$ cat src/g6d_pkg.sv
// Package for the graph6 edge list decoder: sizes, character codes, enums and
// the word types of the input, the result and the internal job queue.
// No dependencies.
package g6d_pkg;

  // Sizes
  localparam int unsigned QUEUE_DEPTH = 4;
  localparam int unsigned VERT_W      = 18;
  localparam int unsigned COUNT_W     = 35;
  localparam int unsigned DIGIT_W     = 6;

  // Character codes
  localparam logic [7:0] CHAR_COLON = 8'd58;
  localparam logic [7:0] CHAR_BIAS  = 8'd63;
  localparam logic [7:0] CHAR_LONG  = 8'd126;

  // Header digit counter value when the third digit arrives
  localparam logic [1:0] HDR_LAST_DIGIT = 2'd2;

  // Top bit index of a body character
  localparam logic [2:0] BIT_TOP = 3'(DIGIT_W - 1);

  typedef enum logic [1:0] {
    KIND_EDGE   = 2'd0,
    KIND_VCOUNT = 2'd1,
    KIND_DONE   = 2'd2,
    KIND_ERROR  = 2'd3
  } kind_e;

  typedef enum logic [1:0] {
    ERR_NONE   = 2'd0,
    ERR_SIZE   = 2'd1,
    ERR_HEADER = 2'd2,
    ERR_TRUNC  = 2'd3
  } err_e;

  // Front parse phase
  typedef enum logic [2:0] {
    PH_START   = 3'd0,
    PH_COLON   = 3'd1,
    PH_DIGITS  = 3'd2,
    PH_BODY    = 3'd3,
    PH_DISCARD = 3'd4
  } ph_e;

  // Job operation handed from front to back
  typedef enum logic [1:0] {
    OP_VCOUNT = 2'd0,
    OP_BODY   = 2'd1,
    OP_ERROR  = 2'd2
  } op_e;

  // Back step within a job
  typedef enum logic [1:0] {
    ST_HEAD = 2'd0,
    ST_BIT  = 2'd1,
    ST_END  = 2'd2
  } step_e;

  typedef struct packed {
    logic [7:0] data_byte;
    logic       end_of_string;
  } in_word_t;

  typedef struct packed {
    kind_e              kind;
    logic [VERT_W-1:0]  higher_vertex;
    logic [VERT_W-1:0]  lower_vertex;
    logic [COUNT_W-1:0] tally;
    err_e               error_code;
    logic               last_of_run;
  } out_word_t;

  typedef struct packed {
    op_e                op;
    logic               eos;
    err_e               err;
    logic [DIGIT_W-1:0] bits;
    logic [VERT_W-1:0]  vt;
  } job_t;

endpackage

$ cat src/g6d_fifo.sv
// Short job queue between the front parser and the back edge walker.
// Depends on g6d_pkg for the job word type.
module g6d_fifo #(
  parameter int unsigned Depth = g6d_pkg::QUEUE_DEPTH
) (
  input  logic           clk_i,
  input  logic           rst_ni,
  input  logic           wr_i,
  input  g6d_pkg::job_t  wdata_i,
  output logic           full_o,
  input  logic           rd_i,
  output g6d_pkg::job_t  rdata_o,
  output logic           empty_o
);
  import g6d_pkg::*;

  localparam int unsigned PtrW = (Depth > 1) ? $clog2(Depth) : 1;
  localparam int unsigned CntW = $clog2(Depth + 1);

  job_t            mem_q [Depth];
  logic [PtrW-1:0] wptr_q, wptr_d, rptr_q, rptr_d;
  logic [CntW-1:0] cnt_q, cnt_d;

  assign full_o  = (cnt_q == CntW'(Depth));
  assign empty_o = (cnt_q == '0);
  assign rdata_o = mem_q[rptr_q];

  // Advance pointers with wrap, track fill
  always_comb begin
    wptr_d = wptr_q;
    rptr_d = rptr_q;
    cnt_d  = cnt_q;
    if (wr_i) begin
      wptr_d = (wptr_q == PtrW'(Depth - 1)) ? '0 : wptr_q + 1'b1;
    end
    if (rd_i) begin
      rptr_d = (rptr_q == PtrW'(Depth - 1)) ? '0 : rptr_q + 1'b1;
    end
    if (wr_i && !rd_i) begin
      cnt_d = cnt_q + 1'b1;
    end else if (!wr_i && rd_i) begin
      cnt_d = cnt_q - 1'b1;
    end
  end

  always_ff @(posedge clk_i or negedge rst_ni) begin
    if (!rst_ni) begin
      wptr_q <= '0;
      rptr_q <= '0;
      cnt_q  <= '0;
    end else begin
      wptr_q <= wptr_d;
      rptr_q <= rptr_d;
      cnt_q  <= cnt_d;
    end
  end

  // Store words
  always_ff @(posedge clk_i) begin
    if (wr_i) begin
      mem_q[wptr_q] <= wdata_i;
    end
  end

  a_no_overflow: assert property (@(posedge clk_i) disable iff (!rst_ni)
    wr_i && full_o |-> rd_i)
    else $error("job queue written while full");

  a_no_underflow: assert property (@(posedge clk_i) disable iff (!rst_ni)
    !(rd_i && empty_o))
    else $error("job queue read while empty");

  a_fill_bound: assert property (@(posedge clk_i) disable iff (!rst_ni)
    cnt_q <= CntW'(Depth))
    else $error("job queue fill count out of range");

endmodule

$ cat src/g6d_front.sv
// Front parser: skips a leading colon, decodes the size header and turns the
// header, each body byte and each fault into job words for the back. Depends on g6d_pkg.
module g6d_front (
  input  logic              clk_i,
  input  logic              rst_ni,
  input  logic              in_valid_i,
  input  g6d_pkg::in_word_t in_word_i,
  input  logic              q_full_i,
  output logic              job_push_o,
  output g6d_pkg::job_t     job_o
);
  import g6d_pkg::*;

  ph_e                phase_q, phase_d;
  logic [VERT_W-1:0]  acc_q, acc_d;
  logic [1:0]         cnt_q, cnt_d;

  logic               accept;
  logic [7:0]         b;
  logic               eos;
  logic [DIGIT_W-1:0] digit;
  logic               is_short;
  logic               is_long;
  logic               is_colon;
  logic               hdr_case;
  ph_e                hdr_next;
  logic               push;

  assign accept   = in_valid_i && !q_full_i;
  assign b        = in_word_i.data_byte;
  assign eos      = in_word_i.end_of_string;
  assign digit    = DIGIT_W'(b - CHAR_BIAS);
  assign is_short = (b >= CHAR_BIAS) && (b < CHAR_LONG);
  assign is_long  = (b == CHAR_LONG);
  assign is_colon = (b == CHAR_COLON);
  assign hdr_case = ((phase_q == PH_START) && !is_colon) || (phase_q == PH_COLON);
  assign hdr_next = is_short ? PH_BODY : (is_long ? PH_DIGITS : PH_DISCARD);

  // Next phase
  always_comb begin
    phase_d = phase_q;
    if (accept) begin
      case (phase_q)
        PH_START:   phase_d = is_colon ? PH_COLON : hdr_next;
        PH_COLON:   phase_d = hdr_next;
        PH_DIGITS: begin
          if ((cnt_q == '0) && is_long) begin
            phase_d = PH_DISCARD;
          end else if (cnt_q == HDR_LAST_DIGIT) begin
            phase_d = PH_BODY;
          end
        end
        PH_BODY:    phase_d = PH_BODY;
        PH_DISCARD: phase_d = PH_DISCARD;
        default:    phase_d = PH_START;
      endcase
      if (eos) begin
        phase_d = PH_START;
      end
    end
  end

  // Job word and header accumulator
  always_comb begin
    push   = 1'b0;
    job_o  = '{op: OP_ERROR, eos: eos, err: ERR_NONE, bits: digit, vt: '0};
    acc_d  = acc_q;
    cnt_d  = cnt_q;
    if (hdr_case) begin
      if (is_short) begin
        push     = 1'b1;
        job_o.op = OP_VCOUNT;
        job_o.vt = VERT_W'(digit);
      end else if (is_long) begin
        acc_d = '0;
        cnt_d = '0;
        if (eos) begin
          push      = 1'b1;
          job_o.err = ERR_TRUNC;
        end
      end else begin
        push      = 1'b1;
        job_o.err = ERR_HEADER;
      end
    end else begin
      case (phase_q)
        PH_START: begin
          // Colon as the whole string
          if (eos) begin
            push      = 1'b1;
            job_o.err = ERR_HEADER;
          end
        end
        PH_DIGITS: begin
          if ((cnt_q == '0) && is_long) begin
            push      = 1'b1;
            job_o.err = ERR_SIZE;
          end else begin
            acc_d = {acc_q[VERT_W-DIGIT_W-1:0], digit};
            cnt_d = cnt_q + 1'b1;
            if (cnt_q == HDR_LAST_DIGIT) begin
              push     = 1'b1;
              job_o.op = OP_VCOUNT;
              job_o.vt = acc_d;
            end else if (eos) begin
              push      = 1'b1;
              job_o.err = ERR_TRUNC;
            end
          end
        end
        PH_BODY: begin
          push     = 1'b1;
          job_o.op = OP_BODY;
        end
        default: begin
          push = 1'b0;
        end
      endcase
    end
  end

  assign job_push_o = accept && push;

  always_ff @(posedge clk_i or negedge rst_ni) begin
    if (!rst_ni) begin
      phase_q <= PH_START;
      acc_q   <= '0;
      cnt_q   <= '0;
    end else if (accept) begin
      phase_q <= phase_d;
      acc_q   <= acc_d;
      cnt_q   <= cnt_d;
    end
  end

endmodule

$ cat src/g6d_back.sv
// Back walker: runs each job, steps the upper-triangle bits one per cycle while
// the result side keeps up, and emits result words through a hold stage and an
// output register. Depends on g6d_pkg.
module g6d_back (
  input  logic               clk_i,
  input  logic               rst_ni,
  input  logic               job_valid_i,
  input  g6d_pkg::job_t      job_i,
  output logic               job_take_o,
  input  logic               pop_i,
  output logic               empty_o,
  output g6d_pkg::out_word_t out_word_o
);
  import g6d_pkg::*;

  logic               job_v_q, job_v_d;
  job_t               job_q;
  step_e              step_q, step_d;
  logic [2:0]         idx_q, idx_d;
  logic [VERT_W-1:0]  vt_q, vt_d, col_q, col_d, row_q, row_d;
  logic [COUNT_W-1:0] edges_q, edges_d;
  logic               hold_v_q, hold_v_d, hold_fin_q, hold_fin_d;
  out_word_t          hold_q, hold_d;
  logic               out_v_q, out_v_d;
  out_word_t          out_q, out_d;

  logic               active;
  logic               cur_bit;
  logic               gen;
  logic               finish;
  out_word_t          res;
  logic               out_free;
  logic               step_go;
  logic               fire;
  logic               hold_move;
  logic               load;
  logic [VERT_W-1:0]  row_inc;

  assign active   = (col_q < vt_q);
  assign cur_bit  = job_q.bits[idx_q];
  assign out_free = !out_v_q || pop_i;
  assign row_inc  = row_q + 1'b1;

  // Result of the current step
  always_comb begin
    gen    = 1'b0;
    finish = 1'b0;
    res    = '{kind: KIND_EDGE, higher_vertex: '0, lower_vertex: '0,
               tally: '0, error_code: ERR_NONE, last_of_run: 1'b0};
    case (step_q)
      ST_HEAD: begin
        gen = 1'b1;
        if (job_q.op == OP_VCOUNT) begin
          res.kind  = KIND_VCOUNT;
          res.tally = COUNT_W'(job_q.vt);
          finish    = !job_q.eos;
        end else begin
          res.kind       = KIND_ERROR;
          res.error_code = job_q.err;
          finish         = 1'b1;
        end
      end
      ST_BIT: begin
        if (!active) begin
          finish = !job_q.eos;
        end else begin
          gen               = cur_bit;
          res.higher_vertex = col_q + 1'b1;
          res.lower_vertex  = row_inc;
          finish            = (idx_q == '0) && !job_q.eos;
        end
      end
      ST_END: begin
        gen    = 1'b1;
        finish = 1'b1;
        if (active) begin
          res.kind       = KIND_ERROR;
          res.error_code = ERR_TRUNC;
        end else begin
          res.kind  = KIND_DONE;
          res.tally = edges_q;
        end
      end
      default: begin
        finish = 1'b1;
      end
    endcase
  end

  assign step_go    = job_v_q && (!gen || !hold_v_q || out_free);
  assign fire       = step_go && gen;
  assign load       = job_valid_i && (!job_v_q || (step_go && finish));
  assign job_take_o = load;
  assign hold_move  = hold_v_q && out_free && (hold_fin_q || fire);

  // Next step
  always_comb begin
    step_d  = step_q;
    idx_d   = idx_q;
    job_v_d = job_v_q;
    if (load) begin
      job_v_d = 1'b1;
      step_d  = (job_i.op == OP_BODY) ? ST_BIT : ST_HEAD;
      idx_d   = BIT_TOP;
    end else if (step_go && finish) begin
      job_v_d = 1'b0;
    end else if (step_go) begin
      case (step_q)
        ST_HEAD: step_d = ST_END;
        ST_BIT: begin
          if (!active || (idx_q == '0)) begin
            step_d = ST_END;
          end else begin
            idx_d = idx_q - 1'b1;
          end
        end
        default: step_d = ST_END;
      endcase
    end
  end

  // Walk position and edge count
  always_comb begin
    vt_d    = vt_q;
    col_d   = col_q;
    row_d   = row_q;
    edges_d = edges_q;
    if (step_go) begin
      case (step_q)
        ST_HEAD: begin
          if (job_q.op == OP_VCOUNT) begin
            vt_d    = job_q.vt;
            col_d   = VERT_W'(1);
            row_d   = '0;
            edges_d = '0;
          end
        end
        ST_BIT: begin
          if (active) begin
            edges_d = edges_q + COUNT_W'(cur_bit);
            if (row_inc >= col_q) begin
              col_d = col_q + 1'b1;
              row_d = '0;
            end else begin
              row_d = row_inc;
            end
          end
        end
        default: begin
          col_d = col_q;
        end
      endcase
    end
  end

  // Hold one result back until its last flag is known
  always_comb begin
    hold_v_d   = hold_v_q;
    hold_fin_d = hold_fin_q;
    hold_d     = hold_q;
    out_v_d    = out_v_q;
    out_d      = out_q;
    if (hold_move) begin
      out_v_d           = 1'b1;
      out_d             = hold_q;
      out_d.last_of_run = hold_fin_q;
    end else if (pop_i) begin
      out_v_d = 1'b0;
    end
    if (fire) begin
      hold_v_d   = 1'b1;
      hold_fin_d = finish;
      hold_d     = res;
    end else if (hold_move) begin
      hold_v_d   = 1'b0;
      hold_fin_d = 1'b0;
    end else if (step_go && finish && hold_v_q) begin
      hold_fin_d = 1'b1;
    end
  end

  assign empty_o    = !out_v_q;
  assign out_word_o = out_q;

  always_ff @(posedge clk_i or negedge rst_ni) begin
    if (!rst_ni) begin
      job_v_q    <= 1'b0;
      step_q     <= ST_HEAD;
      idx_q      <= BIT_TOP;
      vt_q       <= '0;
      col_q      <= VERT_W'(1);
      row_q      <= '0;
      edges_q    <= '0;
      hold_v_q   <= 1'b0;
      hold_fin_q <= 1'b0;
      out_v_q    <= 1'b0;
    end else begin
      job_v_q    <= job_v_d;
      step_q     <= step_d;
      idx_q      <= idx_d;
      vt_q       <= vt_d;
      col_q      <= col_d;
      row_q      <= row_d;
      edges_q    <= edges_d;
      hold_v_q   <= hold_v_d;
      hold_fin_q <= hold_fin_d;
      out_v_q    <= out_v_d;
    end
  end

  // Payload registers
  always_ff @(posedge clk_i) begin
    if (load) begin
      job_q <= job_i;
    end
    hold_q <= hold_d;
    out_q  <= out_d;
  end

  a_edge_order: assert property (@(posedge clk_i) disable iff (!rst_ni)
    out_v_q && (out_q.kind == KIND_EDGE) |->
      (out_q.higher_vertex > out_q.lower_vertex))
    else $error("edge word with endpoints out of order");

  a_err_only_on_error: assert property (@(posedge clk_i) disable iff (!rst_ni)
    out_v_q && (out_q.kind != KIND_ERROR) |-> (out_q.error_code == ERR_NONE))
    else $error("error code on a non-error word");

  a_fin_needs_hold: assert property (@(posedge clk_i) disable iff (!rst_ni)
    hold_fin_q |-> hold_v_q)
    else $error("final flag set on an empty hold stage");

  a_bits_only_body: assert property (@(posedge clk_i) disable iff (!rst_ni)
    job_v_q && (step_q == ST_BIT) |-> (job_q.op == OP_BODY))
    else $error("bit step on a non-body job");

endmodule

$ cat src/graph6_edge_list_decoder.sv
// Graph6 edge list decoder. Bytes of a graph6 string go in through a queue
// style port (push/full) and result words come out through another (empty/pop):
// the vertex count after the header, one word per edge, and a done word with
// the edge count at the end mark, or an error word. The front parser takes one
// byte per cycle while the queue is not full and writes job words into a
// QueueDepth-entry queue; the back walker runs one triangle bit per cycle while
// the result side keeps up, so a body byte occupies it for up to its six bits
// plus, at the end of the string, an end step, and a header job for its head
// step and, at the end of the string, an end step. Result words leave at one
// per cycle while pop is held. An edge word waits in a one-word hold stage
// until the next word or the end of its byte settles its last flag. Depends on
// g6d_pkg.
module graph6_edge_list_decoder #(
  parameter int unsigned QueueDepth = g6d_pkg::QUEUE_DEPTH
) (
  input  logic               clk_i,
  input  logic               rst_ni,
  input  logic               push,
  output logic               full,
  input  g6d_pkg::in_word_t  in_word_i,
  output logic               empty,
  input  logic               pop,
  output g6d_pkg::out_word_t out_word_o
);
  import g6d_pkg::*;

  logic job_push;
  job_t job_wr;
  logic q_full;
  logic q_empty;
  logic job_take;
  job_t job_rd;

  assign full = q_full;

  // Parse and classify bytes
  g6d_front u_front (
    .clk_i      (clk_i),
    .rst_ni     (rst_ni),
    .in_valid_i (push),
    .in_word_i  (in_word_i),
    .q_full_i   (q_full),
    .job_push_o (job_push),
    .job_o      (job_wr)
  );

  // Buffer jobs between front and back
  g6d_fifo #(
    .Depth (QueueDepth)
  ) u_fifo (
    .clk_i   (clk_i),
    .rst_ni  (rst_ni),
    .wr_i    (job_push),
    .wdata_i (job_wr),
    .full_o  (q_full),
    .rd_i    (job_take),
    .rdata_o (job_rd),
    .empty_o (q_empty)
  );

  // Walk jobs and emit result words
  g6d_back u_back (
    .clk_i       (clk_i),
    .rst_ni      (rst_ni),
    .job_valid_i (!q_empty),
    .job_i       (job_rd),
    .job_take_o  (job_take),
    .pop_i       (pop),
    .empty_o     (empty),
    .out_word_o  (out_word_o)
  );

endmodule

$ cat config.mk
export PLATFORM = sky130hd
export DESIGN_NAME = graph6_edge_list_decoder
export DESIGN_NICKNAME = d
export VERILOG_FILES = /design/src/g6d_pkg.sv /design/src/g6d_fifo.sv /design/src/g6d_front.sv /design/src/g6d_back.sv /design/src/graph6_edge_list_decoder.sv
export SDC_FILE = /design/constraint.sdc
export NUM_CORES = 1
export LEC_CHECK = 0
export BUFFER_PORTS_ARGS = -buffer_cell sky130_fd_sc_hd__buf_4
export CAP_MARGIN = 20
export CORE_MARGIN = 8
export CORE_UTILIZATION = 40
export CTS_CLUSTER_DIAMETER = 120
export DETAILED_ROUTE_END_ITERATION = 10
export GPL_TIMING_DRIVEN = 0
export HOLD_SLACK_MARGIN = 0.08
export PLACE_DENSITY_LB_ADDON = 0.25
export SLEW_MARGIN = 5
export SYNTH_ARGS = -nofsm -noshare
export SYNTH_HDL_FRONTEND = slang
export SYNTH_HIERARCHICAL = 1
export SYNTH_SLANG_ARGS = --single-unit
$ cat constraint.sdc
create_clock -name clk_i -period 8.53 [get_ports clk_i]
set_input_delay 1.706 -clock clk_i [delete_from_list [all_inputs] [get_ports clk_i]]
set_output_delay 1.706 -clock clk_i [all_outputs]
set_load 0.1 [all_outputs]
**After elaboration in Yosys (flattened, before gate mapping)**

Memory sizes are Yosys's and may differ from the RTL's.
Cells that the tools add are included.

- Flip-flop bits (word level): 302
- Bits in writable memories: 116
- Output and inout port bits: 78
- Word-level logic and storage cells: 222
- Memories: 1

- Add/sub/neg operators: 10
- $lt $le $gt $ge: 5
- Equality and inequality tests: 23
- Mux-type cells: 94
- Reduce and logical (&&, ||, !) cells: 57

Memories:

| name | depth | width | rd ports | clocked after Yosys merged registers in | write ports | RTL line | text |
|---|---|---|---|---|---|---|---|
| u_fifo.mem_q | 4 | 29 | 1 | 0 | 1 | g6d_fifo.sv:20 | `job_t mem_q [Depth];` |

Operators with widths:

| kind | number |
|---|---|
| 18-bit two-way mux | 11 |
| 35-bit two-way mux | 3 |
| 37-bit case mux with 2 select lines | 1 |
| 18-bit case mux with 2 select lines | 2 |
| 35-bit case mux with 2 select lines | 1 |
| 12-bit two-way mux | 5 |
| 2-bit two-way mux | 26 |
| 3-bit two-way mux | 13 |
| 18-bit by 1-bit adder with 18-bit output (second input constant) | 2 |
| 35-bit by 1-bit adder with 35-bit output | 1 |
| 1-bit two-way mux | 23 |
| 18-bit >= comparator | 1 |
| 18-bit < comparator | 1 |
| 2-bit nonzero test | 8 |
| 1-bit logical AND | 15 |
| 3-bit case mux with 5 select lines | 1 |
| 2-bit case mux with 2 select lines | 3 |
| 1-bit zero test | 11 |
| 2-bit by 1-bit != test with 1-bit output (second input constant) | 5 |
| 5-bit AND reduction | 2 |
| 3-bit zero test | 3 |
| 2-bit equality test (second input constant) | 4 |
| 8-bit by 6-bit equality test with 1-bit output (second input constant) | 1 |
| 8-bit by 7-bit equality test with 1-bit output (second input constant) | 1 |
| 25 further kinds | 45 |

**Logic depth before layout (Yosys ltp)**

- Word-level depth: 14
- Mapped depth: 17
- Depth with buffers taken out: 16

**By module**

Netlist, hierarchy kept.

Modules (own cells, without submodules):

| module | instances | cells each | area each (um^2) |
|---|---|---|---|
| g6d_back | 1 | 1002 | 12244.2 |
| g6d_fifo | 1 | 188 | 4600.7 |
| g6d_front | 1 | 156 | 1280.0 |
| graph6_edge_list_decoder | 1 | 1 | 3.8 |

**Worst setup path after synthesis**

No wires, ideal clock.

- Kind: input to register
- Start point: in pop
- End point: reg u_back.out_q (netlist bit u_back/out_word_o[0]) (enable)
- Arrival time: 9.114 ns
- Required time: 8.020 ns
- Slack: -1.095 ns
- Cell stages on the path: 5
- Path through: nand3b_1 > nand2_1 > a21oi_1 > nor2_1 > nor2_1

- Cells in the longest elaborated chain, start to end: 6
- Elaborated cells on any way between the ends: 7
- Classes of those cells: reduce/logical: 7

RTL lines:

| item | RTL line | text |
|---|---|---|
| start: declaration | graph6_edge_list_decoder.sv:22 | `input logic pop,` |
| 1-bit logical OR | g6d_back.sv:41 | `assign out_free = !out_v_q \|\| pop_i;` |
| 1-bit logical OR | g6d_back.sv:90 | `assign step_go = job_v_q && (!gen \|\| !hold_v_q \|\| out_free);` |
| 1-bit logical AND | g6d_back.sv:90 |  |
| 1-bit logical AND | g6d_back.sv:91 | `assign fire = step_go && gen;` |
| via u_back.fire | g6d_back.sv:34 | `logic fire;` |
| 1-bit logical OR | g6d_back.sv:94 | `assign hold_move = hold_v_q && out_free && (hold_fin_q \|\| fire);` |
| 1-bit logical AND | g6d_back.sv:94 |  |
| via u_back.hold_move | g6d_back.sv:35 | `logic hold_move;` |
| end signal: assignment | g6d_back.sv:217 | `out_q <= out_d;` |
| end: declaration | g6d_back.sv:25 | `out_word_t out_q, out_d;` |

The timed path passes the listed nets, and every way through them passes these cells.
A chain may end at the register's enable or synchronous reset.

**Worst setup path after layout**

- Start point: in pop
- End point: reg u_fifo.cnt_q[1]

- Cells in the longest elaborated chain, start to end: 9
- Elaborated cells on any way between the ends: 11
- Classes of those cells: mux: 1; reduce/logical: 10

RTL lines:

| item | RTL line | text |
|---|---|---|
| 1-bit logical OR | g6d_back.sv:41 |  |
| 1-bit logical OR | g6d_back.sv:90 |  |
| 1-bit logical AND | g6d_back.sv:90 |  |
| 1-bit logical AND | g6d_back.sv:92 | `assign load = job_valid_i && (!job_v_q \|\| (step_go && finish));` |
| 1-bit logical OR | g6d_back.sv:92 |  |
| 1-bit logical AND | g6d_back.sv:92 |  |
| via job_take | graph6_edge_list_decoder.sv:31 | `logic job_take;` |
| 1-bit zero test | g6d_fifo.sv:39 | `if (wr_i && !rd_i) begin` |
| 1-bit logical AND | g6d_fifo.sv:39 |  |
| 3-bit two-way mux | g6d_fifo.sv:39 |  |
| via u_fifo.cnt_d[1] | g6d_fifo.sv:22 | `logic [CntW-1:0] cnt_q, cnt_d;` |
| end signal: assignment | g6d_fifo.sv:54 | `cnt_q <= cnt_d;` |
| end: declaration | g6d_fifo.sv:22 |  |

The timed path passes the listed nets, and every way through them passes these cells.

==> impl_metrics.csv <==
group,metric,value,unit
logic_synthesis,leading_register_cell_type_out_of_synthesis,"sky130_fd_sc_hd__edfxtp_1",
min_path,worstHoldPathType,"register to register",
placed_design,buffer_ports.inserted,88,
layout,final_util,0.4708,
timing,grt_setup_unrepaired,"false",
detailed_routing,drt_pass1_iterations,8,
timing,tightestPinTransition,0.9384,ns
placed_design,dp_hpwl,27970,um
job,reported_max_cap_violation_count,0,
timing,fin_crit_sh,0.5004,
logic_synthesis,async_sr_flop_fraction,0.2919,
cts,cts.repair.resized,0,
cts,clk_latency,0.57,ns
timing,tns,0,ns
critical_path,critical_path.startpoint_type,"input port",
timing,max_slew_margin,0.3730,
cts,cts_num_sinks,418,
layout,layout.nets,1553,
die,die_height,228.9,um
critical_path,setup.worst_path.end_class,"register",
timing,fmax,234.3,MHz
global_routing,first_global_vias,11540,
detailed_routing,route.final.wire_length,40290,um
logic_synthesis,synth.yosys.warnings,6,
status,run_status,"finished, final reports clean",
detailed_routing,vias_per_cell,5.403,
logic_synthesis,yosysUniqueCellTypes,72,
logic_synthesis,post_synth_instance_area,18130,um^2
timing,worst_clk_skew,0.03040,ns
die,core_area,45090,um^2
placed_design,finalWeightedCongestion,0.8638,
timing,timing.final.setup_violations,0,
layout,most-common-layout-cells,"sky130_fd_sc_hd__edfxtp_1, sky130_fd_sc_hd__dfrtp_1, sky130_fd_sc_hd__nand2_1",
power,p_per_area,411.4,nW/um^2
die,row_count,78,
power,vdd_ir_drop_max,0.0003769,V
cts,cts.reportedPaths.clkPinSlew,0.06,ns
timing,finalMaxSlewViolations,0,
detailed_routing,drt_drc_violations_left,0,
global_routing,aggregate_global_route_resource_usage,0.1517,
layout,antenna_cells,0,
logic_synthesis,synth_top_area_cell,"sky130_fd_sc_hd__edfxtp_1",
cts,numCtsBuffers,44,
logic_synthesis,synth.net_count,1412,
layout,area_growth,17.10,%
critical_path,critical_path_peak_fanout,13,
die,die_width,228.9,um
die,die_ar,52390,um^2
global_routing,grt_max_degree,81,
detailed_routing,drt_iter0_markers,895,
critical_path,worst_ep_required_time,8.96,ns
cts,post_cts_hold_buffer_count,0,
detailed_routing,vias,11480,
logic_synthesis,post_synthesis_sequential_element_count,418,
cts,clock_tree.buffer_depth,3,
cts,clk_root_buffer_cell,"sky130_fd_sc_hd__clkbuf_16",
power,power.total,8.733,mW
logic_synthesis,synth_edf_count,296,
critical_path,timing_worst_setup_path_type,"input port to register",
critical_path,timing.critical_path.arrival,4.70,ns
logic_synthesis,postSynthAreaPerCell,13.46,um^2
logic_synthesis,syn_inst,1347,
detailed_routing,wire_per_inst,18.97,um
detailed_routing,detail-route-antenna-nets,0,
die,floorplan.initialDensity,0.4021,
logic_synthesis,netlist.area_leader.share,0.4903,
logic_synthesis,synthTopCellsByArea,"sky130_fd_sc_hd__edfxtp_1, sky130_fd_sc_hd__dfrtp_1, sky130_fd_sc_hd__mux4_2",
layout,commonest_non_fill_non_tap_cell_in_the_layout,"sky130_fd_sc_hd__edfxtp_1",
cts,post_cts.repair.setup_buffers,0,
cts,htreeDepth,2,
global_routing,antenna_violations_before_repair,0,
timing,finalHoldViolCount,0,
timing,holdWs,0.4106,ns
cts,cts_tree,"built",
die,top_level_ports,91,
timing,timing.final.crit_period,4.268,ns
global_routing,grt_overflow_total,0,
logic_synthesis,yosysSeqAreaShare,0.6589,
layout,layout-drive-gt1-share,0.1575,
power,p_leak,8.136,nW
global_routing,grt_pass1_wl,64240,um
[cell families after synthesis]
family	after synthesis	share of synthesized area
simple gates	376	0.1086
compound gates	276	0.1015
fa+ha+maj	52	0.03630
xor+xnor	39	0.01884
buf+inv	149	0.03409
flops	418	0.6589
mux	37	0.04183
[layer usage]
| metal | vias up | routed length, um | GRT usage | share of wire |
|---|---|---|---|---|
| met5 | - | 0 | 0 | 0 |
| met4 | 0 | 1234 | 0.05778 | 0.031 |
| met3 | 82 | 2153 | 0.02581 | 0.053 |
| met2 | 352 | 19030 | 0.2482 | 0.47 |
| met1 | 5653 | 17870 | 0.2007 | 0.44 |
| li1 | 5388 | - | - | - |
[Yosys cell counts (4+ instances only)]
cell type                     n
sky130_fd_sc_hd__edfxtp_1   296
sky130_fd_sc_hd__dfrtp_1    119
sky130_fd_sc_hd__nand2_1     92
sky130_fd_sc_hd__inv_1       81
sky130_fd_sc_hd__a21oi_1     77
sky130_fd_sc_hd__nor2_1      77
sky130_fd_sc_hd__o31ai_1     53
sky130_fd_sc_hd__ha_1        51
sky130_fd_sc_hd__clkbuf_1    48
sky130_fd_sc_hd__o21ai_0     48
sky130_fd_sc_hd__and3_1      37
sky130_fd_sc_hd__nand3_1     35
sky130_fd_sc_hd__or4_1       31
sky130_fd_sc_hd__mux4_2      29
sky130_fd_sc_hd__and2_1      23
sky130_fd_sc_hd__xnor2_1     23
sky130_fd_sc_hd__nand4_1     21
sky130_fd_sc_hd__a22oi_1     18
sky130_fd_sc_hd__xor2_1      16
sky130_fd_sc_hd__nor3_1      12
sky130_fd_sc_hd__and4_1      11
sky130_fd_sc_hd__buf_2       11
sky130_fd_sc_hd__nor2b_1     10
sky130_fd_sc_hd__o2bb2ai_1   10
sky130_fd_sc_hd__nand2b_1     9
sky130_fd_sc_hd__a22o_1       8
sky130_fd_sc_hd__mux2_2       7
sky130_fd_sc_hd__o21a_1       7
sky130_fd_sc_hd__o22ai_1      6
sky130_fd_sc_hd__o32ai_1      6
sky130_fd_sc_hd__buf_6        5
sky130_fd_sc_hd__nor3b_1      5
sky130_fd_sc_hd__a21o_1       4
sky130_fd_sc_hd__o211ai_1     4
[stage by stage]
stage	setup slack, ns	instances	cell area, um^2
final	4.262	2124	21230
after global routing	3.983	2124	21230
after CTS	4.287	2124	21230
after detailed placement	3.711	2042	19710
after global placement	-1.569	2035	19540
after floorplan	0.6314	1347	18130
[worst paths after layout]
check                                  start                    end  slack [ns]  cells after the start
setup / recovery                         pop        u_fifo/cnt_q[1]        4.26                     13
hold / removal             u_back/hold_q[39]  u_back/out_word_o[39]        0.41                      0
setup reg to reg            u_back/step_q[0]        u_fifo/cnt_q[1]        4.28                     14
hold reg to reg            u_back/hold_q[39]  u_back/out_word_o[39]        0.41                      0
max in group asynchronous             rst_ni      u_back/edges_q[1]        6.59                      2
min in group asynchronous             rst_ni     u_front/phase_q[1]        1.10                      1
[cell type report]
| cell class | instances | area (um^2) |
|---|---|---|
| clock buffer | 58 | 1215 |
| fill | 4007 | 23860 |
| buffer | 68 | 314.1 |
| multi-input combinational | 780 | 5589 |
| sequential | 418 | 11950 |
| timing repair buffer | 95 | 803.3 |
| tap | 600 | 750.7 |
| clock inverter | 24 | 306.5 |
| inverter | 81 | 304.0 |
[state kept, by name, summed over array words and instances (netlist names)]
signal,flops
u_back/edges_q,35
u_back/out_word_o,76
u_back/vt_q,18
u_back/job_q,29
u_front/phase_q,3
u_back/col_q,18
u_back/out_v_q,1
u_back/idx_q,3
u_back/hold_fin_q,1
u_front/cnt_q,2
u_fifo/cnt_q,3
u_fifo/rptr_q,2
u_back/hold_v_q,1
u_fifo/wptr_q,2
u_fifo/mem_q,116
u_back/row_q,18
u_front/acc_q,12
u_back/job_v_q,1
u_back/step_q,2
u_back/hold_q,75
[worst max-delay path, cell delays in order]
cell and delay, ns:
sky130_fd_sc_hd__buf_4 0.09, sky130_fd_sc_hd__nand3b_1 0.19, sky130_fd_sc_hd__nor2_1 0.06, sky130_fd_sc_hd__a21oi_1 0.23, sky130_fd_sc_hd__a211oi_1 0.13, sky130_fd_sc_hd__o31ai_1 0.46, sky130_fd_sc_hd__nand2_1 0.22, sky130_fd_sc_hd__inv_1 0.50
sky130_fd_sc_hd__inv_1 0.11, sky130_fd_sc_hd__ha_1 0.23, sky130_fd_sc_hd__inv_1 0.08, sky130_fd_sc_hd__fa_1 0.41, sky130_fd_sc_hd__mux2_2 0.27
[report_power, final]
part	switching, mW	internal (mW)	total, mW	leakage, nW
clock	0.768	1.22	1.99	0.744
sequential	0.247	3.09	3.34	4.50
combinational	2.60	0.810	3.41	2.89
Power figures use the tool's default switching activity.
